### src/hw/rtl/tmcg_pkg.sv
package tmcg_pkg;

  localparam int MAX_SECTIONS = 256;

  localparam int IDX_W      = 8;
  localparam int CNT_W      = 9;
  localparam int RAD_W      = 16;
  localparam int TRIG_W     = 16;
  localparam int PH_W       = 32;
  localparam int RCP_Q_W    = 33;
  localparam int RCP_STEPS  = 33;
  localparam int RCP_CNT_W  = 6;
  localparam int CW         = 34;
  localparam int TRI_W      = 16;
  localparam int CFG_IDX_W  = 8;
  localparam int CFG_DATA_W = 16;
  localparam int X_W        = 18;
  localparam int Z_W        = 17;

  localparam int CORDIC_STEPS = 16;
  localparam logic signed [CW-1:0] CORDIC_GAIN = 34'sd652032874;
  localparam logic signed [CW-1:0] ATAN_TURNS [CORDIC_STEPS] = '{
    34'sd536870912, 34'sd316933406, 34'sd167458907, 34'sd85004756,
    34'sd42667331,  34'sd21354465,  34'sd10679838,  34'sd5340245,
    34'sd2670163,   34'sd1335087,   34'sd667544,    34'sd333772,
    34'sd166886,    34'sd83443,     34'sd41722,     34'sd20861
  };

  // pipeline stage numbers
  localparam int ST_RED     = 0;
  localparam int ST_MUL     = 1;
  localparam int ST_DIV_HI  = 2;
  localparam int ST_DIV_LO  = 3;
  localparam int ST_PH      = 4;
  localparam int ST_FOLD    = 5;
  localparam int ST_CORDIC  = 6;
  localparam int ST_ROUND   = ST_CORDIC + CORDIC_STEPS;
  localparam int ST_MIX     = ST_ROUND + 1;
  localparam int ST_PROD    = ST_MIX + 1;
  localparam int ST_OUT     = ST_PROD + 1;
  localparam int NUM_STAGES = ST_OUT + 1;

  localparam logic [RAD_W-1:0] OUTER_RADIUS_RST = 16'd2560;
  localparam logic [RAD_W-1:0] INNER_RADIUS_RST = 16'd1280;
  localparam logic [CNT_W-1:0] SEGMENTS_RST     = 9'd20;
  localparam logic [CNT_W-1:0] RINGS_RST        = 9'd20;

  typedef enum logic [CFG_IDX_W-1:0] {
    CFG_OUTER_RADIUS = 8'd0,
    CFG_INNER_RADIUS = 8'd1,
    CFG_SEGMENTS     = 8'd2,
    CFG_RINGS        = 8'd3
  } cfg_reg_t;

  typedef logic [NUM_STAGES-1:0] stage_en_t;

  typedef struct packed {
    logic [TRI_W-1:0] cur;
    logic [TRI_W-1:0] nring;
    logic [TRI_W-1:0] nseg;
    logic [TRI_W-1:0] diag;
  } tri_idx_t;

  typedef enum logic {
    RCP_IDLE,
    RCP_RUN
  } rcp_state_t;

  typedef struct packed {
    logic             qb;
    logic [CNT_W-1:0] rem;
  } div_step_t;

  // one restoring divide step, remainder stays below the divisor
  function automatic div_step_t div_step(input logic [CNT_W-1:0] rem, input logic b,
                                         input logic [CNT_W-1:0] d);
    logic [CNT_W:0] sh;
    div_step_t      res;
    sh      = {rem, b};
    res.qb  = (sh >= {1'b0, d});
    res.rem = res.qb ? CNT_W'(sh - {1'b0, d}) : CNT_W'(sh);
    return res;
  endfunction

  function automatic logic [CNT_W-1:0] eff_sections(input logic [CNT_W-1:0] v);
    logic [CNT_W-1:0] res;
    res = v;
    if (v == '0) begin
      res = CNT_W'(1);
    end else if (int'(v) > MAX_SECTIONS) begin
      res = CNT_W'(MAX_SECTIONS);
    end
    return res;
  endfunction

endpackage

### src/hw/rtl/tmcg_index.sv
// triangle indices of the quad at (i, j), carried down to the output stage
module tmcg_index (
  input  logic                          clk,
  input  tmcg_pkg::stage_en_t           adv,
  input  logic [tmcg_pkg::IDX_W-1:0]    ring_i,
  input  logic [tmcg_pkg::IDX_W-1:0]    seg_i,
  input  logic [tmcg_pkg::CNT_W-1:0]    rings_i,
  input  logic [tmcg_pkg::CNT_W-1:0]    segs_i,
  output tmcg_pkg::tri_idx_t            tri_o
);

  localparam int BASE_W = tmcg_pkg::IDX_W + tmcg_pkg::CNT_W;

  logic [tmcg_pkg::CNT_W-1:0] ring_inc, seg_inc, ring_nxt, seg_nxt;
  logic [BASE_W-1:0]          cur_base_r, nxt_base_r;
  logic [tmcg_pkg::IDX_W-1:0] seg_r;
  logic [tmcg_pkg::CNT_W-1:0] nseg_r;
  tmcg_pkg::tri_idx_t         sum_nxt;
  tmcg_pkg::tri_idx_t         idx_r [tmcg_pkg::ST_DIV_HI:tmcg_pkg::ST_OUT];

  // wrap to ring 0 / segment 0 after the last one
  always_comb begin
    ring_inc = {1'b0, ring_i} + 1'b1;
    seg_inc  = {1'b0, seg_i} + 1'b1;
    ring_nxt = (ring_inc == rings_i) ? '0 : ring_inc;
    seg_nxt  = (seg_inc == segs_i) ? '0 : seg_inc;
  end

  always_comb begin
    sum_nxt.cur   = tmcg_pkg::TRI_W'(cur_base_r + BASE_W'(seg_r));
    sum_nxt.nring = tmcg_pkg::TRI_W'(nxt_base_r + BASE_W'(seg_r));
    sum_nxt.nseg  = tmcg_pkg::TRI_W'(cur_base_r + BASE_W'(nseg_r));
    sum_nxt.diag  = tmcg_pkg::TRI_W'(nxt_base_r + BASE_W'(nseg_r));
  end

  always_ff @(posedge clk) begin
    if (adv[tmcg_pkg::ST_MUL]) begin
      cur_base_r <= BASE_W'(ring_i) * BASE_W'(segs_i);
      nxt_base_r <= BASE_W'(ring_nxt) * BASE_W'(segs_i);
      seg_r      <= seg_i;
      nseg_r     <= seg_nxt;
    end
    if (adv[tmcg_pkg::ST_DIV_HI]) begin
      idx_r[tmcg_pkg::ST_DIV_HI] <= sum_nxt;
    end
  end

  for (genvar s = tmcg_pkg::ST_DIV_HI + 1; s <= tmcg_pkg::ST_OUT; s++) begin : g_dly
    always_ff @(posedge clk) begin
      if (adv[s]) begin
        idx_r[s] <= idx_r[s-1];
      end
    end
  end

  assign tri_o = idx_r[tmcg_pkg::ST_OUT];

endmodule

### config.mk
export PLATFORM = sky130hd
export DESIGN_NAME = tmcg_index
export DESIGN_NICKNAME = d
export VERILOG_FILES = /design/src/hw/rtl/tmcg_pkg.sv /design/src/hw/rtl/tmcg_index.sv
export SDC_FILE = /design/constraint.sdc
export NUM_CORES = 1
export LEC_CHECK = 0
export BUFFER_PORTS_ARGS = -buffer_cell sky130_fd_sc_hd__buf_2
export CELL_PAD_IN_SITES_DETAIL_PLACEMENT = 1
export CELL_PAD_IN_SITES_GLOBAL_PLACEMENT = 1
export CORE_ASPECT_RATIO = 0.8
export CORE_MARGIN = 2
export CORE_UTILIZATION = 40
export DETAILED_ROUTE_END_ITERATION = 10
export GPL_TIMING_DRIVEN = 1
export PLACE_DENSITY_LB_ADDON = 0.05
export SETUP_SLACK_MARGIN = 0.05
export SLEW_MARGIN = 20
export SYNTH_ARGS = -nofsm -noshare
export SYNTH_HDL_FRONTEND = slang
export SYNTH_SLANG_ARGS = --single-unit
### constraint.sdc
create_clock -name clk -period 8.2 [get_ports clk]
set_input_delay 0.82 -clock clk [delete_from_list [all_inputs] [get_ports clk]]
set_output_delay 0.82 -clock clk [all_outputs]
set_load 0.05 [all_outputs]
==> results.cfg <==
[placed_design]
gp_congestion = 0.769
hpwl_mm = 45.7
dp_slack_ns = 0.570
io_buffers = 123

[logic_synthesis]
syn_avg_cell_area_um2 = 21.7
syn_area_um2 = 55000
seq_area_frac_synth = 0.865
syn_nets = 2795
syn_inst = 2538
synthArstFlopShare = 0
synth_top_flop_cell = edfxtp_1
synth_top_area_frac = 0.865
ys_ff_latch = 1585
ys_warn_count = 0
synth_area_leaders = edfxtp_1, fa_1, ha_1
yosysUniqueCellTypes = 46
synth_edf_count = 1585
yosys.area.top_type = edfxtp_1

[detailed_routing]
drt_iter0_drc = 803
drt-total-wl_mm = 67.8
num_vias = 20500
drtPass1Iterations = 4
via_per_inst = 4.40
wire_per_inst_um = 14.6
drc_errors = 0
ant_nets = 0

[critical_path]
path_max_fanout = 14
rr_endpoint = idx_r[0][142]
critPathCaptureType = flop
crit_start = ring_i[0]
setup.worst_path.end = nxt_base_r[15]
rrSetupSlack_ns = 4.90
reg2regPathDepth = 11
start_kind = input pin
required_ns = 8.67
timing.rr.start = nseg_r[0]
critPathKind = input pin to flop
worstPathArrival_ns = 7.23

[power]
leakagePower_nw = 22.1
ir_drop_mv = 0.241
power_density_nw_per_um2 = 298

[run]
drv_cap = 0

[clock_network]
numCtsBuffers = 157
cts_buffer_depth = 3
htreeDepth = 4
clkLatencyLatePin_ns = 0.74
cts_tree = done
cts_resized = 0
clk_transition_reported_paths_ns = 0.06
postCtsSetupRepairBufs = 0
hold_buffers = 0
cts_sinks = 1585
cts-root-buf = clkbuf_16

[outcome]
status = completed

[sta]
hold_viol_final = 0
fin_ws_ns = 1.44
period_minus_slack_ns = 6.76
slew_viol_final = 0
slew-limit-headroom = 0.421
clock.fmax_mhz = 148
rsz0062_at_grt = false
tns_ns = 0
worst_slew_pin_slew_ns = 0.861
period_share = 0.824
skew_ns = 0.0192
setup_viol_count_final = 0

[global_routing]
grt_pass1_wl_mm = 113
grt_usage = 0.0999
grt_max_degree = 65
grt_pass1_vias = 22200
antenna_found_initial = 0
overflow = 0

[floorplanning]
start_util = 0.404
fp.dieW_um = 419
coreArea_um2 = 136000
ios = 125
num_rows = 121
die_h_um = 336
die_area_um2 = 141000

[finish]
drive_gt1_frac = 0.126
antenna_cells = 0
n_fill_cell = 12400
nNetsFinal = 3009
post-route-util = 0.457
syn_to_final_growth_pct = 13.2

[min_path]
hold_depth = 1
hold_path_class = input pin to flop
==> cells by family after synthesis <==
kind of cell,count (synthesis),synth area share
adders and majority gates,196,0.0574
buffers and inverters,243,0.0210
xor gates and xnor gates,106,0.0181
DFF,1585,0.865
AOI/OAI and AO/OA,98,0.0112
and+or+nand+nor,310,0.0277
==> cell usage after synthesis, drive strengths merged (3+ instances only) <==
cell,number
xor2,36
xnor2,65
buf,69
nand3,18
o22ai,3
nand2b,4
o211ai,3
nor2,63
o21bai,4
a21boi,7
nor2b,16
nand2,99
a21o,10
and2,85
a21oi,29
xnor3,4
or3,3
clkbuf,24
ha,102
fa,94
inv,150
nand4,8
edfxtp,1585
and3,3
nor3,7
o21ai,26
==> critical path: stages <==
cell and delay [ns]:
buf_2 0.28, ha_1 0.29, nand3_1 0.27, nor2_1 0.26, xnor3_1 0.24, o211ai_1 0.17
nor2_2 0.19, nor2_1 0.52, nand2_1 0.17, fa_1 0.56, inv_1 0.05, fa_1 0.51
inv_1 0.06, fa_1 0.49, fa_1 0.49, inv_1 0.04, ha_1 0.31, nand2_1 0.08
o21ai_0 0.14, o211ai_1 0.26, o21ai_0 0.13, nor2_1 0.18, o21bai_1 0.08, a21oi_1 0.17
xnor3_1 0.44
==> cells in the final DEF, fill, tap and decap left out, types with 62 or more instances in the layout <==
cell,instances
buf_2,122
edfxtp_1,1585
ha_1,102
inv_1,150
clkbuf_16,159
nor2_1,62
nand2_1,98
fa_1,94
and2_1,85
xnor2_1,65
==> report_power, final <==
part	total (W)	switching, W	internal (W)
Clock	0.00664	0.00279	0.00384
Combinational	0.00180	0.00109	0.000710
Sequential	0.0102	0.000259	0.00989
Total	0.0186	0.00415	0.0144
==> metal layers <==
layer  vias up  global-route usage  routed length, um
li1       9860                   -                  -
met1     10100               0.106              26700
met2       320               0.179              35200
met3       175              0.0260               2850
met4         0              0.0571               2990
met5         -                   0                  0
==> worst min-delay path by stage <==
stage                         from        endpoint  slack [ns]
floorplan            idx_r[0][936]  idx_r[0][1000]        0.40
global placement    idx_r[0][1595]  idx_r[0][1659]        0.40
detailed placement  idx_r[0][1095]  idx_r[0][1159]        0.41
CTS                       seg_i[2]        seg_r[2]        0.23
global route              seg_i[2]        seg_r[2]        0.27
finish                    seg_i[2]        seg_r[2]        0.32
==> flip-flops by register name (all words and copies together) (netlist names) <==
| name | flops |
|---|---|
| cur_base_r | 16 |
| idx_r | 1536 |
| nseg_r | 9 |
| nxt_base_r | 16 |
| seg_r | 8 |
==> final cells by class <==
cell class,count,area [um^2],share of cell area
flip-flops and latches,1585,47600,0.764
multi-input cells,710,6290,0.101
clock buffers,191,4100,0.0658
well taps,1783,2230,0.0358
repair buffers,148,806,0.0129
clock inverters,79,716,0.0115
inverters,150,563,0.00904
==> stage by stage <==
stage               instance area [um^2]  total power [W]  hold WS, ns  instances
floorplan                          55000           0.0115        0.400       2538
global placement                   57500           0.0121        0.400       4376
detailed placement                 57500           0.0122        0.405       4376
CTS                                62300           0.0190        0.232       4646
global route                       62300           0.0195        0.271       4646
finish                             62300           0.0186        0.322       4646
No activity file was read; power rests on OpenSTA's default activity.
