**config.mk**
```make
export PLATFORM = sky130hd
export DESIGN_NAME = tmcg_cordic
export DESIGN_NICKNAME = d
export VERILOG_FILES = /design/src/hw/rtl/tmcg_pkg.sv /design/src/hw/rtl/tmcg_cordic.sv
export SDC_FILE = /design/constraint.sdc
export NUM_CORES = 2
export LEC_CHECK = 0
export ABC_CLOCK_PERIOD_IN_PS = 10100
export BUFFER_PORTS_ARGS = -buffer_cell sky130_fd_sc_hd__buf_4
export CORE_MARGIN = 2
export CORE_UTILIZATION = 47
export DETAILED_ROUTE_END_ITERATION = 10
export GPL_ROUTABILITY_DRIVEN = 0
export SLEW_MARGIN = 20
export SYNTH_ARGS = -nofsm -noshare
export SYNTH_HDL_FRONTEND = slang
export SYNTH_SLANG_ARGS = --single-unit
```
**constraint.sdc**
```tcl
create_clock -name clk -period 10.1 [get_ports clk]
set_clock_uncertainty 0.1 [all_clocks]
set_input_delay 1.515 -clock clk [delete_from_list [all_inputs] [get_ports clk]]
set_output_delay 1.515 -clock clk [all_outputs]
set_load 0.1 [all_outputs]
```
**src/hw/rtl/tmcg_pkg.sv**
```systemverilog
package tmcg_pkg;

  localparam int MAX_SECTIONS = 256;

  localparam int IDX_W      = 8;
  localparam int CNT_W      = 9;
  localparam int RAD_W      = 16;
  localparam int TRIG_W     = 16;
  localparam int PH_W       = 32;
  localparam int RCP_Q_W    = 33;
  localparam int RCP_STEPS  = 33;
  localparam int RCP_CNT_W  = 6;
  localparam int CW         = 34;
  localparam int TRI_W      = 16;
  localparam int CFG_IDX_W  = 8;
  localparam int CFG_DATA_W = 16;
  localparam int X_W        = 18;
  localparam int Z_W        = 17;

  localparam int CORDIC_STEPS = 16;
  localparam logic signed [CW-1:0] CORDIC_GAIN = 34'sd652032874;
  localparam logic signed [CW-1:0] ATAN_TURNS [CORDIC_STEPS] = '{
    34'sd536870912, 34'sd316933406, 34'sd167458907, 34'sd85004756,
    34'sd42667331,  34'sd21354465,  34'sd10679838,  34'sd5340245,
    34'sd2670163,   34'sd1335087,   34'sd667544,    34'sd333772,
    34'sd166886,    34'sd83443,     34'sd41722,     34'sd20861
  };

  // pipeline stage numbers
  localparam int ST_RED     = 0;
  localparam int ST_MUL     = 1;
  localparam int ST_DIV_HI  = 2;
  localparam int ST_DIV_LO  = 3;
  localparam int ST_PH      = 4;
  localparam int ST_FOLD    = 5;
  localparam int ST_CORDIC  = 6;
  localparam int ST_ROUND   = ST_CORDIC + CORDIC_STEPS;
  localparam int ST_MIX     = ST_ROUND + 1;
  localparam int ST_PROD    = ST_MIX + 1;
  localparam int ST_OUT     = ST_PROD + 1;
  localparam int NUM_STAGES = ST_OUT + 1;

  localparam logic [RAD_W-1:0] OUTER_RADIUS_RST = 16'd2560;
  localparam logic [RAD_W-1:0] INNER_RADIUS_RST = 16'd1280;
  localparam logic [CNT_W-1:0] SEGMENTS_RST     = 9'd20;
  localparam logic [CNT_W-1:0] RINGS_RST        = 9'd20;

  typedef enum logic [CFG_IDX_W-1:0] {
    CFG_OUTER_RADIUS = 8'd0,
    CFG_INNER_RADIUS = 8'd1,
    CFG_SEGMENTS     = 8'd2,
    CFG_RINGS        = 8'd3
  } cfg_reg_t;

  typedef logic [NUM_STAGES-1:0] stage_en_t;

  typedef struct packed {
    logic [TRI_W-1:0] cur;
    logic [TRI_W-1:0] nring;
    logic [TRI_W-1:0] nseg;
    logic [TRI_W-1:0] diag;
  } tri_idx_t;

  typedef enum logic {
    RCP_IDLE,
    RCP_RUN
  } rcp_state_t;

  typedef struct packed {
    logic             qb;
    logic [CNT_W-1:0] rem;
  } div_step_t;

  // one restoring divide step, remainder stays below the divisor
  function automatic div_step_t div_step(input logic [CNT_W-1:0] rem, input logic b,
                                         input logic [CNT_W-1:0] d);
    logic [CNT_W:0] sh;
    div_step_t      res;
    sh      = {rem, b};
    res.qb  = (sh >= {1'b0, d});
    res.rem = res.qb ? CNT_W'(sh - {1'b0, d}) : CNT_W'(sh);
    return res;
  endfunction

  function automatic logic [CNT_W-1:0] eff_sections(input logic [CNT_W-1:0] v);
    logic [CNT_W-1:0] res;
    res = v;
    if (v == '0) begin
      res = CNT_W'(1);
    end else if (int'(v) > MAX_SECTIONS) begin
      res = CNT_W'(MAX_SECTIONS);
    end
    return res;
  endfunction

endpackage

```
**src/hw/rtl/tmcg_cordic.sv**
```systemverilog
// rotation CORDIC, one iteration per stage, then round to Q1.15
module tmcg_cordic (
  input  logic                                 clk,
  input  tmcg_pkg::stage_en_t                  adv,
  input  logic signed [tmcg_pkg::CW-1:0]       z_i,
  input  logic                                 flip_i,
  output logic signed [tmcg_pkg::TRIG_W-1:0]   cos_o,
  output logic signed [tmcg_pkg::TRIG_W-1:0]   sin_o
);

  localparam int N = tmcg_pkg::CORDIC_STEPS;
  localparam logic signed [tmcg_pkg::CW-1:0] HALF_LSB = 34'sd16384;
  localparam logic signed [tmcg_pkg::CW-1:0] Q15_MAX  = 34'sd32767;

  logic signed [tmcg_pkg::CW-1:0]     x_r [N];
  logic signed [tmcg_pkg::CW-1:0]     y_r [N];
  logic signed [tmcg_pkg::CW-1:0]     z_r [N-1];
  logic                               f_r [N];
  logic signed [tmcg_pkg::TRIG_W-1:0] cos_r, sin_r;

  function automatic logic signed [tmcg_pkg::TRIG_W-1:0] to_q15(
      input logic signed [tmcg_pkg::CW-1:0] v, input logic flip);
    logic signed [tmcg_pkg::CW-1:0] t;
    t = (v + HALF_LSB) >>> 15;
    if (flip) begin
      t = -t;
    end
    if (t > Q15_MAX) begin
      t = Q15_MAX;
    end else if (t < -Q15_MAX) begin
      t = -Q15_MAX;
    end
    return tmcg_pkg::TRIG_W'(t);
  endfunction

  for (genvar n = 0; n < N; n++) begin : g_it
    logic signed [tmcg_pkg::CW-1:0] xi, yi, zi, x_nxt, y_nxt;
    logic                           fi;

    if (n == 0) begin : g_first
      assign xi = tmcg_pkg::CORDIC_GAIN;
      assign yi = '0;
      assign zi = z_i;
      assign fi = flip_i;
    end else begin : g_next
      assign xi = x_r[n-1];
      assign yi = y_r[n-1];
      assign zi = z_r[n-1];
      assign fi = f_r[n-1];
    end

    always_comb begin
      if (zi >= 0) begin
        x_nxt = xi - (yi >>> n);
        y_nxt = yi + (xi >>> n);
      end else begin
        x_nxt = xi + (yi >>> n);
        y_nxt = yi - (xi >>> n);
      end
    end

    always_ff @(posedge clk) begin
      if (adv[tmcg_pkg::ST_CORDIC + n]) begin
        x_r[n] <= x_nxt;
        y_r[n] <= y_nxt;
        f_r[n] <= fi;
      end
    end

    // residual angle only steers the following iteration
    if (n < N - 1) begin : g_z
      logic signed [tmcg_pkg::CW-1:0] z_nxt;

      always_comb begin
        if (zi >= 0) begin
          z_nxt = zi - tmcg_pkg::ATAN_TURNS[n];
        end else begin
          z_nxt = zi + tmcg_pkg::ATAN_TURNS[n];
        end
      end

      always_ff @(posedge clk) begin
        if (adv[tmcg_pkg::ST_CORDIC + n]) begin
          z_r[n] <= z_nxt;
        end
      end
    end
  end

  always_ff @(posedge clk) begin
    if (adv[tmcg_pkg::ST_ROUND]) begin
      cos_r <= to_q15(x_r[N-1], f_r[N-1]);
      sin_r <= to_q15(y_r[N-1], f_r[N-1]);
    end
  end

  assign cos_o = cos_r;
  assign sin_o = sin_r;

endmodule

```
==> out/qor.yml <==
worst_setup_path:
  rr_startpoint: "z_r[0][271]"
  crit_start: "z_r[0][271]"
  arrival_ns: 7.73
  max_stage_delay_ns: 0.85
  critPathTopFamily: "compound AO/OA/AOI/OAI gates"
  end_kind: "register"
  rr_endpoint: "x_r[1][32]"
  worstSetupPathType: "register to register"
  cp.depth: 23
  crit_buf_inv: 3
  critPathSlowestCell: "a2111oi_0"
  critPathLaunchType: "register"
  cp-endpoint: "x_r[1][32]"
  crit_chain: "inv_1 > ha_1 > nor4b_1 > nand4_1 > nor4_1 > and4_1 > nor2_4 > inv_1 > buf_4 > nor2_1 > xnor2_1 > ha_1 > nor2b_1 > o21ai_0 > a21boi_0 > o211ai_1 > a2111oi_0 > nor3b_1 > o31ai_1 > nand4_1 > nand3b_1 > a21oi_1 > xnor2_1"
  required_ns: 10.59
  rrSetupSlack_ns: 2.86
  cp_max_fo: 24
  reg2regPathDepth: 23
floorplanning:
  dieArea_mm2: 0.2708
  coreArea_mm2: 0.2653
  start_util_pct: 47.24
  die_height_um: 520.4
  rows: 189
  die_w_um: 520.4
  boundaryPins: 94
synthesis:
  seq_area_frac_synth_pct: 35.74
  yosys.cell_types.count: 102
  ys_async_sr_fraction_pct: 0
  syn-num-nets: 14460
  synth-seq-cells: 1492
  netlist_instances: 12950
  ys.flop_type: "edfxtp_1"
  avgSynthCellArea_um2: 9.683
  yosysWarnings: 0
  synth-edff-count: 1492
  syn_area_mm2: 0.1253
global_routing:
  grt_max_degree: 80
  antenna_found_initial: 4
  grt_pass1_wl_um: 516200
  grt_overflow: 0
  grt_use_total_pct: 23.29
  grt_pass1_vias: 96460
clock_tree:
  cts-root-buf: "clkbuf_16"
  clkSinkCount: 1492
  cts_tree: "yes"
  clock_latency_ns: 0.87
  holdBufCountCts: 0
  cts_made_buffers: 186
  post_cts_buffers: 0
  cts-htree-levels: 4
  cts_resized: 0
  clkTransAtPathRegs_ns: 0.06
  cts_buffer_depth: 4
final_layout:
  final_nets: 14620
  drive_gt1_share_pct: 4.366
  area_delta_synth_final_pct: 8.734
  final_common_cell: "edfxtp_1"
  layout_common_cells: "edfxtp_1 (1492), ha_1 (1412), xnor2_1 (1242)"
routing:
  met2_length_um: 158800
  drt_iter0_markers: 7130
  wire_per_inst_um: 19.25
  ant_nets: 0
  drc: 0
  vias: 98410
  vias_per_cell: 5.866
  wirelength_met1_um: 138800
  dr.pass1.iters: 6
  met3_length_um: 13030
  top_layer: "met4"
  wirelength_um: 322900
timing:
  rsz0062_at_grt: "no"
  fin_crit_sh_pct: 71.70
  tns_ns: 0
  max_slew_margin_pct: 28.30
  fin_crit_ns: 7.242
  hold_viol_final: 0
  final_max_slew_viol_count: 0
  worst_pin_slew_ns: 1.067
  finalSetupViolCount: 0
  fmax_mhz: 138.1
placed_design:
  dp_hpwl_um: 258200
  port_buffers: 84
worst_hold_path:
  worstHoldPathType: "register to register"
  min-delay-start: "f_r[0][5]"
job:
  maxCapViolations: 0
run_status:
  outcome: "completed"
==> cell usage after synthesis (42+ instances only) <==
library cell | number | area share (%)
a21boi_0 | 48 | 0.29
clkbuf_1 | 127 | 0.38
or4_1 | 74 | 0.44
o211ai_1 | 56 | 0.34
nand2b_1 | 243 | 1.2
a21oi_1 | 1158 | 4.6
a31o_2 | 42 | 0.29
nor4_1 | 174 | 0.87
xor2_1 | 650 | 4.5
mux2i_1 | 68 | 0.54
o41ai_1 | 60 | 0.42
o31ai_1 | 199 | 1.2
a21o_1 | 530 | 3.2
o21bai_1 | 163 | 0.98
o21a_1 | 217 | 1.3
inv_1 | 502 | 1.5
fa_1 | 45 | 0.72
a31oi_1 | 107 | 0.53
o21ai_0 | 744 | 3.0
nand2_1 | 747 | 2.2
or3_1 | 138 | 0.69
nand3_1 | 235 | 0.94
and3_1 | 150 | 0.75
nand4_1 | 76 | 0.38
ha_1 | 1412 | 14
nor2_1 | 972 | 2.9
or2_2 | 67 | 0.33
and2_1 | 65 | 0.32
nor2b_1 | 179 | 0.89
xnor2_1 | 1242 | 8.7
edfxtp_1 | 1492 | 36
nor3_1 | 299 | 1.2
a211oi_1 | 111 | 0.66
==> registers in the layout, indices dropped and copies added, names as in the netlist <==
| name | cells |
|---|---|
| cos_o | 16 |
| x_r | 470 |
| z_r | 477 |
| y_r | 497 |
| sin_o | 16 |
| f_r | 16 |
==> metal layers <==
layer	vias up	track usage [%]
met5	-	0
met4	0	8.526
met3	597	2.182
met2	2332	41.55
met1	46660	29.13
li1	48820	-
==> logic make-up after synthesis <==
kind of cell | Yosys count | share of synthesized area (%)
multiplexers | 76 | 0.6149
AO/OA/AOI/OAI | 3786 | 19.33
adder cells (fa/ha/maj) | 1457 | 14.81
AND/OR/NAND/NOR | 3568 | 14.22
XOR/XNOR | 1893 | 13.24
flip-flops | 1492 | 35.74
buffers and inverters | 673 | 2.035
==> per-stage QoR <==
stage,hold slack [ns],area [um^2],utilization [%],setup WS [ns],instances
2_1_floorplan,0.3003,125300,-,4.366,12950
3_3_place_gp,0.3096,130200,49.08,2.761,16450
3_5_place_dp,0.3124,130200,49.08,2.816,16450
4_1_cts,0.3243,136300,51.36,2.770,16770
5_1_grt,0.3274,136300,51.37,2.159,16780
6_report,0.3186,136300,51.37,2.858,16780
==> final cells by class <==
| cell class | instances | area (um^2) |
|---|---|---|
| fill | 23940 | 129000 |
| multi-input combinational | 10780 | 78080 |
| sequential | 1492 | 44800 |
| clock buffer | 212 | 4816 |
| tap | 3533 | 4420 |
| inverter | 510 | 1914 |
| clock inverter | 113 | 1249 |
| timing repair buffer | 132 | 991.0 |
| antenna | 5 | 12.51 |
==> worst min-delay path by stage <==
stage / endpoint / slack [ns] / cells after the start
6_report: f_r[0][6] / 0.32 / 0
5_1_grt: f_r[0][6] / 0.33 / 0
4_1_cts: f_r[0][6] / 0.32 / 0
3_5_place_dp: f_r[1][5] / 0.31 / 0
3_3_place_gp: f_r[1][4] / 0.31 / 0
2_1_floorplan: f_r[0][1] / 0.30 / 0
==> worst register-to-register path: cells and delay by family (launching register included) <==
kind | cells | cell delay, ns
AOI/OAI and AO/OA | 6 | 2.39
adders and majority gates | 2 | 0.51
buffers and inverters | 3 | 1.25
xor gates and xnor gates | 2 | 0.32
DFF | 1 | 0.38
and+or+nand+nor | 10 | 2.06
Power is not shown: default switching activity piles up to over one toggle a cycle in this logic, so the estimate is an artifact.
