**src/hw/rtl/tmcg_pkg.sv**
```systemverilog
package tmcg_pkg;

  localparam int MAX_SECTIONS = 256;

  localparam int IDX_W      = 8;
  localparam int CNT_W      = 9;
  localparam int RAD_W      = 16;
  localparam int TRIG_W     = 16;
  localparam int PH_W       = 32;
  localparam int RCP_Q_W    = 33;
  localparam int RCP_STEPS  = 33;
  localparam int RCP_CNT_W  = 6;
  localparam int CW         = 34;
  localparam int TRI_W      = 16;
  localparam int CFG_IDX_W  = 8;
  localparam int CFG_DATA_W = 16;
  localparam int X_W        = 18;
  localparam int Z_W        = 17;

  localparam int CORDIC_STEPS = 16;
  localparam logic signed [CW-1:0] CORDIC_GAIN = 34'sd652032874;
  localparam logic signed [CW-1:0] ATAN_TURNS [CORDIC_STEPS] = '{
    34'sd536870912, 34'sd316933406, 34'sd167458907, 34'sd85004756,
    34'sd42667331,  34'sd21354465,  34'sd10679838,  34'sd5340245,
    34'sd2670163,   34'sd1335087,   34'sd667544,    34'sd333772,
    34'sd166886,    34'sd83443,     34'sd41722,     34'sd20861
  };

  // pipeline stage numbers
  localparam int ST_RED     = 0;
  localparam int ST_MUL     = 1;
  localparam int ST_DIV_HI  = 2;
  localparam int ST_DIV_LO  = 3;
  localparam int ST_PH      = 4;
  localparam int ST_FOLD    = 5;
  localparam int ST_CORDIC  = 6;
  localparam int ST_ROUND   = ST_CORDIC + CORDIC_STEPS;
  localparam int ST_MIX     = ST_ROUND + 1;
  localparam int ST_PROD    = ST_MIX + 1;
  localparam int ST_OUT     = ST_PROD + 1;
  localparam int NUM_STAGES = ST_OUT + 1;

  localparam logic [RAD_W-1:0] OUTER_RADIUS_RST = 16'd2560;
  localparam logic [RAD_W-1:0] INNER_RADIUS_RST = 16'd1280;
  localparam logic [CNT_W-1:0] SEGMENTS_RST     = 9'd20;
  localparam logic [CNT_W-1:0] RINGS_RST        = 9'd20;

  typedef enum logic [CFG_IDX_W-1:0] {
    CFG_OUTER_RADIUS = 8'd0,
    CFG_INNER_RADIUS = 8'd1,
    CFG_SEGMENTS     = 8'd2,
    CFG_RINGS        = 8'd3
  } cfg_reg_t;

  typedef logic [NUM_STAGES-1:0] stage_en_t;

  typedef struct packed {
    logic [TRI_W-1:0] cur;
    logic [TRI_W-1:0] nring;
    logic [TRI_W-1:0] nseg;
    logic [TRI_W-1:0] diag;
  } tri_idx_t;

  typedef enum logic {
    RCP_IDLE,
    RCP_RUN
  } rcp_state_t;

  typedef struct packed {
    logic             qb;
    logic [CNT_W-1:0] rem;
  } div_step_t;

  // one restoring divide step, remainder stays below the divisor
  function automatic div_step_t div_step(input logic [CNT_W-1:0] rem, input logic b,
                                         input logic [CNT_W-1:0] d);
    logic [CNT_W:0] sh;
    div_step_t      res;
    sh      = {rem, b};
    res.qb  = (sh >= {1'b0, d});
    res.rem = res.qb ? CNT_W'(sh - {1'b0, d}) : CNT_W'(sh);
    return res;
  endfunction

  function automatic logic [CNT_W-1:0] eff_sections(input logic [CNT_W-1:0] v);
    logic [CNT_W-1:0] res;
    res = v;
    if (v == '0) begin
      res = CNT_W'(1);
    end else if (int'(v) > MAX_SECTIONS) begin
      res = CNT_W'(MAX_SECTIONS);
    end
    return res;
  endfunction

endpackage

```
**src/hw/rtl/tmcg_recip.sv**
```systemverilog
// 2^32 / d by restoring division, one quotient bit per cycle
module tmcg_recip (
  input  logic                             clk,
  input  logic                             rst_n,
  input  logic                             start,
  input  logic [tmcg_pkg::CNT_W-1:0]       div_i,
  output logic [tmcg_pkg::RCP_Q_W-1:0]     quo_o,
  output logic [tmcg_pkg::CNT_W-1:0]       rem_o,
  output logic                             busy_o
);

  tmcg_pkg::rcp_state_t              state_r, state_nxt;
  logic [tmcg_pkg::RCP_CNT_W-1:0]    cnt_r;
  logic [tmcg_pkg::RCP_Q_W-1:0]      quo_r;
  logic [tmcg_pkg::CNT_W-1:0]        rem_r;
  tmcg_pkg::div_step_t               step;
  logic                              last;

  always_ff @(posedge clk) begin
    if (!rst_n) begin
      state_r <= tmcg_pkg::RCP_IDLE;
    end else begin
      state_r <= state_nxt;
    end
  end

  always_comb begin
    last      = (cnt_r == tmcg_pkg::RCP_CNT_W'(tmcg_pkg::RCP_STEPS - 1));
    // dividend is a single one at bit 32, fed first
    step      = tmcg_pkg::div_step(rem_r, (cnt_r == '0), div_i);
    state_nxt = state_r;
    if (start) begin
      state_nxt = tmcg_pkg::RCP_RUN;
    end else begin
      unique case (state_r)
        tmcg_pkg::RCP_IDLE: state_nxt = tmcg_pkg::RCP_IDLE;
        tmcg_pkg::RCP_RUN:  state_nxt = last ? tmcg_pkg::RCP_IDLE : tmcg_pkg::RCP_RUN;
        default:            state_nxt = tmcg_pkg::RCP_IDLE;
      endcase
    end
  end

  always_ff @(posedge clk) begin
    if (start) begin
      cnt_r <= '0;
      rem_r <= '0;
      quo_r <= '0;
    end else if (state_r == tmcg_pkg::RCP_RUN) begin
      cnt_r <= cnt_r + 1'b1;
      rem_r <= step.rem;
      quo_r <= {quo_r[tmcg_pkg::RCP_Q_W-2:0], step.qb};
    end
  end

  assign quo_o  = quo_r;
  assign rem_o  = rem_r;
  assign busy_o = (state_r == tmcg_pkg::RCP_RUN);

endmodule

```
**config.mk**
```make
export PLATFORM = sky130hd
export DESIGN_NAME = tmcg_recip
export DESIGN_NICKNAME = d
export VERILOG_FILES = /design/src/hw/rtl/tmcg_pkg.sv /design/src/hw/rtl/tmcg_recip.sv
export SDC_FILE = /design/constraint.sdc
export NUM_CORES = 1
export LEC_CHECK = 0
export BUFFER_PORTS_ARGS = -buffer_cell sky130_fd_sc_hd__buf_2
export CAP_MARGIN = 10
export CORE_MARGIN = 2
export CORE_UTILIZATION = 50
export CTS_BUF_LIST = sky130_fd_sc_hd__clkbuf_4
export DETAILED_ROUTE_END_ITERATION = 8
export PLACE_DENSITY = 0.78
export SYNTH_ARGS = -nofsm -noshare
export SYNTH_HDL_FRONTEND = slang
export SYNTH_SLANG_ARGS = --single-unit
```
**constraint.sdc**
```tcl
create_clock -name clk -period 2.5 [get_ports clk]
set_input_delay 0.5 -clock clk [delete_from_list [all_inputs] [get_ports clk]]
set_output_delay 0.5 -clock clk [all_outputs]
set_load 0.01 [all_outputs]
```
==> results of run 1 <==
[per-layer routing]
layer | GRT usage (%) | wire length, µm | vias to the layer above
li1 | - | - | 964
met1 | 23.3 | 2090 | 883
met2 | 32.1 | 2390 | 44
met3 | 4.50 | 218 | 10
met4 | 8.60 | 112 | 0
met5 | 0 | 0 | -
[final cells by class]
type	instances	share of cell area (%)
multi-input cells	165	43.7
flip-flops and latches	49	33.6
repair buffers	79	16.0
well taps	52	2.22
inverters	13	1.67
clock inverters	3	1.41
clock buffers	5	1.28
[cell families (layout without fill, tap and decap cells)]
family	after synthesis	in the layout	share of synthesized area [%]
and+or+nand+nor	71	71	13.1
DFF	49	49	43.2
adders and majority gates	12	12	6.95
AOI/OAI and AO/OA	36	36	12.6
buffers and inverters	24	100	4.13
muxes	37	37	16.5
xor gates and xnor gates	9	9	3.47
[metrics by stage]
| stage | cells | utilization (%) |
|---|---|---|
| after floorplan | 238 | - |
| after global placement | 346 | 61.9 |
| after detailed placement | 346 | 61.9 |
| after CTS | 366 | 66.1 |
| after global routing | 366 | 67.2 |
| final | 366 | 67.2 |
[registers in the layout, indices dropped and copies added (netlist names)]
| name | cells |
|---|---|
| quo_o | 33 |
| cnt_r | 6 |
| busy_o | 1 |
| rem_o | 9 |
[worst max-delay path: cells and delay by family (launching register included)]
family / cells / cell delay (ns)
buffers and inverters: 2 / 0.08
adders and majority gates: 3 / 0.66
muxes: 1 / 0.30
AOI/OAI and AO/OA: 5 / 0.99
DFF: 1 / 0.36
and+or+nand+nor: 2 / 0.23
[placed cells by master (no fill, tap or decap), types with 2 or more instances in the layout]
cell	count
dfxtp_2	3
nand2b_1	2
nand4_1	2
xor2_1	4
a21o_1	3
buf_6	3
o21ai_0	3
clkbuf_4	5
a311oi_1	2
nand2_1	13
o21ai_1	3
nor2_1	46
xnor2_1	5
buf_2	54
inv_2	3
buf_4	22
ha_1	9
inv_1	10
and3_1	3
nor2b_1	2
a21oi_1	4
a211oi_2	2
dfxtp_1	46
a21oi_2	2
mux2i_1	36
[power by group through the flow]
stage | Sequential (mW) | Combinational, mW | Clock [mW]
6_report | 0.817 | 0.335 | 0.458
5_1_grt | 0.820 | 0.363 | 0.492
4_1_cts | 0.816 | 0.317 | 0.465
3_5_place_dp | 0.833 | 0.266 | 0
3_3_place_gp | 0.833 | 0.261 | 0
2_1_floorplan | 0.833 | 0.192 | 0
[repair_timing]
item                                    CTS  global route
setup buffers                            12             1
gates resized for setup                   3            12
endpoints found under the setup margin    9            10
pin swaps                                 6             7
[how the worst max path moves through the flow]
stage / end / cells after the start
floorplan: rem_o[0] / 13
global placement: rem_o[0] / 13
detailed placement: rem_o[0] / 13
CTS: rem_o[0] / 13
global route: rem_o[0] / 13
finish: rem_o[0] / 13
==> flow_summary.yaml, run 1 <==
outcome:
  status: "finished, violations left"
  violations: "setup timing"
setup_path:
  cp_max_fo: 3
  cp_slowest_stage_delay_ns: 0.36
  r2r_cells: 13
  critPathLaunchType: "flop"
  crit_type: "flop to flop"
  setup.worst_path.start: "cnt_r[0]"
  rr_endpoint: "rem_o[0]"
  reg2reg_setup_slack_ns: -0.19
  worstPathRequired_ns: 2.81
  cp-end-kind: "flop"
  timing.critical_path.cells: "inv_2 -> ha_4 -> nor4b_4 -> nand2b_1 -> ha_2 -> inv_2 -> fa_2 -> a211oi_2 -> o21bai_2 -> a21oi_2 -> o21a_4 -> mux2_4 -> a211oi_2"
  critPathArrivalTime_ns: 3.00
  r2r-start: "cnt_r[0]"
  cp_slowest_cell: "dfxtp_2"
clock_tree:
  path_clk_slew_ns: 0.14
  numCtsBuffers: 5
  clockBufferDepth: 2
  cts_sinks: 49
  clock_latency_ns: 0.37
  cts_max_level: 2
  cts_root_buffer: "clkbuf_4"
  tritoncts: "yes"
  ctsHoldBuffers: 0
sta:
  timing.slew.headroom_pct: 62.3
  worst_clock_skew_ns: 0.00754
  period_share_pct: 108
  max_freq_ghz: 0.372
  worst_pin_slew_ns: 0.566
  report.final.slew_viol_count: 0
  period_needed_ns: 2.69
  setup_ws_ns: -0.190
  setup_tns_ns: -0.637
  hold_viol: 0
  rsz0062_at_grt: "true"
  hold_ws_ns: 0.345
  setup_viol: 7
global_route:
  grt-ovfl-total: 0
  grt_pass1_vias: 1752
  grt_max_degree: 32
  antenna_found_initial: 0
  grt_pass1_wl_mm: 7.78
  grt_use_total_pct: 19.1
floorplanning:
  fp.dieW_um: 71.4
  io_pins: 55
  initial_utilization_pct: 52.1
  core_um2: 4350
  die-area_um2: 5090
  core.rowCount: 24
  die_h_um: 71.4
placement:
  dp_hpwl_mm: 3.34
  place_area_um2: 2690
  gp_congestion: 0.877
  portBuffers: 54
  preCtsSetupSlack_ns: -0.111
power_and_ir_drop:
  pwr-share-clk_pct: 28.5
  p_seq_share_pct: 50.8
  p_sw_share_pct: 26.8
  p_per_area_nw_per_um2: 550
  p_leak_nw: 1.43
  switching_power_mw: 0.431
  p_total_mw: 1.61
  internal-power_mw: 1.18
  ir_drop_mv: 0.381
  comb_power_share_pct: 20.8
route:
  drtPass1Iterations: 4
  drc_errors: 0
  postRouteAntennaNets: 0
  wl_per_cell_um: 13.1
  first_iter_violations: 118
  routed_wl_mm: 4.81
  vias: 1901
  avgViaCountPerCell: 5.19
synthesis:
  synth_top_cells_by_count: "dfxtp_1 (49), nor2_1 (46), mux2i_1 (36)"
  yosysSeqAreaShare_pct: 43.2
  yosysUniqueCellTypes: 40
  synth_edf_count: 0
  synth_area_um2: 2270
  synthFlopType: "dfxtp_1"
  yosys.area.top_type: "dfxtp_1"
  synthCells: 238
  synth.most_common_cell: "dfxtp_1"
  async_flop_share_pct: 0
  postSynthAreaPerCell_um2: 9.54
  yosys_register_bits: 49
  synth_top_area_share_pct: 43.2
  syn-num-nets: 262
  synthTopCellsByArea: "dfxtp_1 (43%), mux2i_1 (16%), nor2_1 (7.6%)"
  ys_warn_count: 0
flow_run:
  maxCapViolCount: 0
cells_and_area:
  area_growth_syn_to_layout_pct: 28.9
  n_antenna_cell: 0
  drive_gt1_share_pct: 35.7
  n_fill_cell: 360
  multi_input_area_um2: 1280
  final_area_um2: 2930
  register_area_um2: 985
  nets: 337
worst_hold_path:
  hp-start: "rst_n"
  holdPathEnd: "busy_o"
  hold_path_class: "primary input to flop"
  whs_path_depth: 2
No activity file was read; power rests on OpenSTA's default activity.
==> run 2: changes to the inputs <==
--- a/config.mk
+++ b/config.mk
@@ -5,13 +5,14 @@
 export SDC_FILE = /design/constraint.sdc
 export NUM_CORES = 1
 export LEC_CHECK = 0
-export BUFFER_PORTS_ARGS = -buffer_cell sky130_fd_sc_hd__buf_2
 export CAP_MARGIN = 10
 export CORE_MARGIN = 2
 export CORE_UTILIZATION = 50
 export CTS_BUF_LIST = sky130_fd_sc_hd__clkbuf_4
 export DETAILED_ROUTE_END_ITERATION = 8
-export PLACE_DENSITY = 0.78
+export DONT_BUFFER_PORTS = 1
+export PLACE_DENSITY = 0.68
+export RECOVER_POWER = 50
 export SYNTH_ARGS = -nofsm -noshare
 export SYNTH_HDL_FRONTEND = slang
 export SYNTH_SLANG_ARGS = --single-unit
==> flow_summary.yaml, run 2 (same netlist as run 1, synthesis figures left out) <==
power_and_ir_drop:
  p_sw_share_pct: 27.2
  comb_power_share_pct: 20.3
  internal-power_mw: 1.09
  ir_drop_mv: 0.392
  pwr-share-clk_pct: 24.5
  p_per_area_nw_per_um2: 566
  p_leak_nw: 1.14
  switching_power_mw: 0.407
  p_seq_share_pct: 55.1
clock_tree:
  tritoncts: "yes"
  path_clk_slew_ns: 0.15
  numCtsBuffers: 5
  ctsHoldBuffers: 0
  cts_sinks: 49
  cts_max_level: 2
  clock_latency_ns: 0.35
  cts_root_buffer: "clkbuf_4"
  clockBufferDepth: 2
route:
  vias: 1686
  first_iter_violations: 111
  wl_per_cell_um: 14.3
  drtPass1Iterations: 4
  routed_wl_mm: 4.46
  drc_errors: 0
  avgViaCountPerCell: 5.39
  postRouteAntennaNets: 0
global_route:
  grt-ovfl-total: 0
  grt_max_degree: 49
  grt_pass1_wl_mm: 7.16
  grt_use_total_pct: 17.4
  antenna_found_initial: 0
  grt_pass1_vias: 1606
floorplanning:
  core.rowCount: 24
  io_pins: 55
  die-area_um2: 5090
  fp.dieW_um: 71.4
  initial_utilization_pct: 52.1
  core_um2: 4350
  die_h_um: 71.4
setup_path:
  critPathLaunchType: "flop"
  path_common_cell: "buf_4"
  rr_endpoint: "rem_o[0]"
  cp_max_fo: 2
  cp_slowest_stage_delay_ns: 0.35
  crit_type: "flop to flop"
  worstPathRequired_ns: 2.79
  cp_slowest_cell: "dfxtp_2"
  timing.critical_path.cells: "inv_2 -> ha_4 -> nor4b_4 -> nand2b_1 -> buf_4 -> buf_4 -> buf_4 -> buf_4 -> buf_4 -> buf_6 -> buf_4 -> buf_4 -> buf_6 -> buf_6 -> buf_6 -> mux2_4 -> a211oi_2"
  reg2reg_setup_slack_ns: -0.06
  r2r_cells: 17
  critPathArrivalTime_ns: 2.85
  cp-end-kind: "flop"
  r2r-start: "cnt_r[1]"
cells_and_area:
  area_growth_syn_to_layout_pct: 16.1
  nets: 284
  final_cell_mix: "nor2_1 (46), dfxtp_1 (46), mux2i_1 (36)"
  largest_register_ffs: 33
  drive_gt1_share_pct: 21.5
  stdcell_count: 313
  n_fill_cell: 382
  n_antenna_cell: 0
worst_hold_path:
  holdPathEnd: "rem_o[0]"
  hp-start: "start"
  hold_path_class: "primary input to flop"
  whs_path_depth: 1
flow_run:
  maxCapViolCount: 0
sta:
  rsz0062_at_grt: "true"
  period_share_pct: 103
  hold_viol: 0
  period_needed_ns: 2.56
  setup_ws_ns: -0.0631
  worst_clock_skew_ns: 0.0198
  worst_pin_slew_ns: 0.492
  setup_tns_ns: -0.137
  setup_viol: 4
  max_freq_ghz: 0.390
  report.final.slew_viol_count: 0
  timing.slew.headroom_pct: 67.2
placement:
  portBuffers: 0
  dp_hpwl_mm: 3.07
  dp.cells: 294
  gp_congestion: 0.852
outcome:
  violations: "setup timing"
  status: "finished, violations left"
-- run 2: area by class of cell --
class | instances | area, µm² | share of cell area (%)
clock buffer | 6 | 45.0 | 1.71
clock inverter | 2 | 15.0 | 0.570
inverter | 13 | 48.8 | 1.85
multi-input combinational | 165 | 1250 | 47.6
sequential | 49 | 985 | 37.4
tap | 52 | 65.1 | 2.47
timing repair buffer | 26 | 223 | 8.45
-- run 2: what timing repair did --
action | CTS | global route
pin swaps | 6 | 0
gates resized for setup | 6 | 5
buffers inserted | 11 | 0
endpoints found under the setup margin | 8 | 10
-- run 2: worst max-delay path by stage --
stage	startpoint	to	slack, ns	cells past startpoint
3_3_place_gp	cnt_r[1]	rem_o[0]	-0.06	13
3_5_place_dp	cnt_r[1]	rem_o[0]	-0.09	13
5_1_grt	cnt_r[1]	rem_o[3]	-0.23	14
4_1_cts	cnt_r[1]	rem_o[0]	-0.07	13
2_1_floorplan	cnt_r[0]	rem_o[0]	-0.12	13
6_report	cnt_r[1]	rem_o[0]	-0.06	17
-- run 2: per-layer routing --
layer / share of wire [%] / vias to the layer above / global-route usage (%)
met5: 0 / - / 0
met4: 0.99 / 0 / 5.03
met3: 5.1 / 4 / 5.49
met2: 48 / 41 / 29.2
met1: 45 / 779 / 21.6
li1: - / 862 / -
-- run 2: power groups by stage --
stage          clock [mW]  combinational [mW]  sequential, mW
2_1_floorplan           0               0.192           0.833
3_3_place_gp            0               0.235           0.840
3_5_place_dp            0               0.237           0.841
4_1_cts             0.381               0.286           0.823
5_1_grt             0.406               0.333           0.827
6_report            0.366               0.303           0.823
-- run 2: per-stage QoR --
step | power, mW | hold WS [ns] | utilization (%) | setup WS [ns] | area, µm²
after floorplan | 1.03 | 0.466 | - | -0.120 | 2300
after global placement | 1.07 | 0.482 | 56.3 | -0.0562 | 2450
after detailed placement | 1.08 | 0.493 | 56.3 | -0.0912 | 2450
after CTS | 1.49 | 0.186 | 60.1 | -0.0654 | 2620
after global routing | 1.57 | 0.172 | 60.5 | -0.226 | 2640
final | 1.49 | 0.196 | 60.5 | -0.0631 | 2640
-- run 2: worst max-delay path: cells and delay by family (launching register included) --
family | cells | cell delay (ns)
DFF | 1 | 0.35
AOI/OAI and AO/OA | 1 | 0.16
adders and majority gates | 1 | 0.12
and+or+nand+nor | 2 | 0.31
muxes | 1 | 0.25
buffers and inverters | 12 | 1.34
==> run 3: changes to the inputs <==
--- a/config.mk
+++ b/config.mk
@@ -6,12 +6,14 @@
 export NUM_CORES = 1
 export LEC_CHECK = 0
 export CAP_MARGIN = 10
+export CELL_PAD_IN_SITES_DETAIL_PLACEMENT = 1
+export CELL_PAD_IN_SITES_GLOBAL_PLACEMENT = 2
 export CORE_MARGIN = 2
-export CORE_UTILIZATION = 50
+export CORE_UTILIZATION = 36
 export CTS_BUF_LIST = sky130_fd_sc_hd__clkbuf_4
 export DETAILED_ROUTE_END_ITERATION = 8
 export DONT_BUFFER_PORTS = 1
-export PLACE_DENSITY = 0.68
+export PLACE_DENSITY_LB_ADDON = 0.1
 export RECOVER_POWER = 50
 export SYNTH_ARGS = -nofsm -noshare
 export SYNTH_HDL_FRONTEND = slang
==> flow_summary.yaml, run 3 (same netlist as run 1, synthesis figures left out) <==
outcome:
  status: "finished, violations left"
  violations: "setup timing"
cells_and_area:
  nets: 290
  register_area_um2: 983
  layout_commonest_cell: "dfxtp_1"
  n_fill_cell: 683
  stdcell_count: 342
  post-route-util_pct: 45.8
  area_growth_syn_to_layout_pct: 20.9
  n_antenna_cell: 0
  multi_input_area_um2: 1300
  drive_gt1_share_pct: 25.5
  final_cell_mix: "dfxtp_1 (47), nor2_1 (46), mux2i_1 (36)"
  largest_register_ffs: 33
sta:
  period_share_pct: 105
  hold_viol: 0
  timing.slew.headroom_pct: 1.01
  setup_viol: 8
  worst_clock_skew_ns: 0.0132
  worst_pin_slew_ns: 1.48
  rsz0062_at_grt: "true"
  report.final.slew_viol_count: 0
  hold_ws_ns: 0.157
  max_freq_ghz: 0.381
  period_needed_ns: 2.63
  setup_ws_ns: -0.127
floorplanning:
  initial_utilization_pct: 37.9
  fp.dieW_um: 83.4
  die_h_um: 83.4
  core_um2: 5990
  core.rowCount: 28
  die-area_um2: 6960
  io_pins: 55
route:
  avgViaCountPerCell: 5.17
  wl_per_cell_um: 16.2
  drtPass1Iterations: 3
  first_iter_violations: 67
  postRouteAntennaNets: 0
  vias: 1769
  routed_wl_mm: 5.55
  drc_errors: 0
clock_tree:
  clock_latency_ns: 0.38
  path_clk_slew_ns: 0.17
  cts_root_buffer: "clkbuf_4"
  cts_max_level: 2
  tritoncts: "yes"
  clockBufferDepth: 2
  numCtsBuffers: 5
  cts_sinks: 49
  ctsHoldBuffers: 0
worst_hold_path:
  hold_path_class: "primary input to flop"
  holdPathEnd: "rem_o[4]"
  hp-start: "start"
  whs_path_depth: 1
setup_path:
  worstPathRequired_ns: 2.82
  critPathLaunchType: "flop"
  r2r-start: "cnt_r[0]"
  cp_slowest_cell: "dfxtp_2"
  reg2reg_setup_slack_ns: -0.13
  r2r_cells: 13
  crit_type: "flop to flop"
  cp_slowest_stage_delay_ns: 0.37
  critPathArrivalTime_ns: 2.95
  path_common_cell: "inv_2"
  rr_endpoint: "rem_o[0]"
  cp-end-kind: "flop"
  cp_max_fo: 3
  timing.critical_path.cells: "inv_2 -> ha_4 -> nor4b_4 -> nand2b_1 -> ha_2 -> inv_2 -> fa_2 -> a211oi_4 -> o21bai_2 -> a21oi_2 -> o21a_4 -> mux2_4 -> a211oi_2"
power_and_ir_drop:
  ir_drop_mv: 0.227
  p_leak_nw: 1.18
  p_per_area_nw_per_um2: 566
  p_total_mw: 1.55
global_route:
  grt_max_degree: 49
  grt_pass1_wl_mm: 9.54
  grt_use_total_pct: 16.7
  grt-ovfl-total: 0
  grt_pass1_vias: 1912
  antenna_found_initial: 0
placement:
  gp_congestion: 0.880
  dp.cells: 317
  dp_hpwl_mm: 3.87
  portBuffers: 0
  preCtsSetupSlack_ns: -0.150
flow_run:
  maxCapViolCount: 0
==> run 3: power by group <==
part	internal, mW	total, mW	leakage, nW	switching (mW)
sequential	0.797	0.817	0.397	0.0197
clock	0.117	0.406	0.0293	0.289
combinational	0.176	0.330	0.753	0.154
==> run 3: worst max-delay path, delay by kind of cell, from the launching register on <==
kind            cells  cell delay, ns
simple gates        2            0.22
flops               1            0.37
buf+inv             2            0.08
fa+ha+maj           3            0.69
compound gates      5            0.89
mux                 1            0.30
==> run 3: worst max-delay path by stage <==
stage / start / to / slack (ns) / cells after the start
finish: cnt_r[0] / rem_o[0] / -0.13 / 13
CTS: cnt_r[0] / rem_o[0] / -0.09 / 13
global route: cnt_r[0] / rem_o[2] / -0.27 / 15
floorplan: cnt_r[0] / rem_o[0] / -0.12 / 13
detailed placement: cnt_r[1] / rem_o[4] / -0.15 / 14
global placement: cnt_r[1] / rem_o[4] / -0.07 / 14
==> run 3: repair_timing <==
| item | CTS | global route |
|---|---|---|
| pin swaps | 9 | 13 |
| setup buffers | 12 | 6 |
| setup endpoints to repair | 9 | 10 |
| cloned | 0 | 0 |
| gates resized for setup | 6 | 15 |
==> run 3: through the flow <==
stage	instance area (µm²)	TNS [ns]
final	2740	-0.507
after global routing	2740	-1.81
after floorplan	2300	-0.120
after global placement	2470	-0.264
after CTS	2650	-0.290
after detailed placement	2470	-0.840
==> run 3: layout make-up <==
| class | instances | share of cell area [%] |
|---|---|---|
| timing repair buffer | 32 | 9.17 |
| tap | 75 | 3.42 |
| sequential | 49 | 35.8 |
| inverter | 13 | 1.78 |
| multi-input combinational | 165 | 47.5 |
| clock buffer | 5 | 1.37 |
| clock inverter | 3 | 0.958 |
==> run 3: per-layer routing <==
layer | vias up | global-route usage (%) | part of all wire [%]
met5 | - | 0 | 0
met4 | 0 | 4.32 | 0.96
met3 | 5 | 5.47 | 5.3
met2 | 34 | 30.9 | 54
met1 | 862 | 18.3 | 40
li1 | 868 | - | -
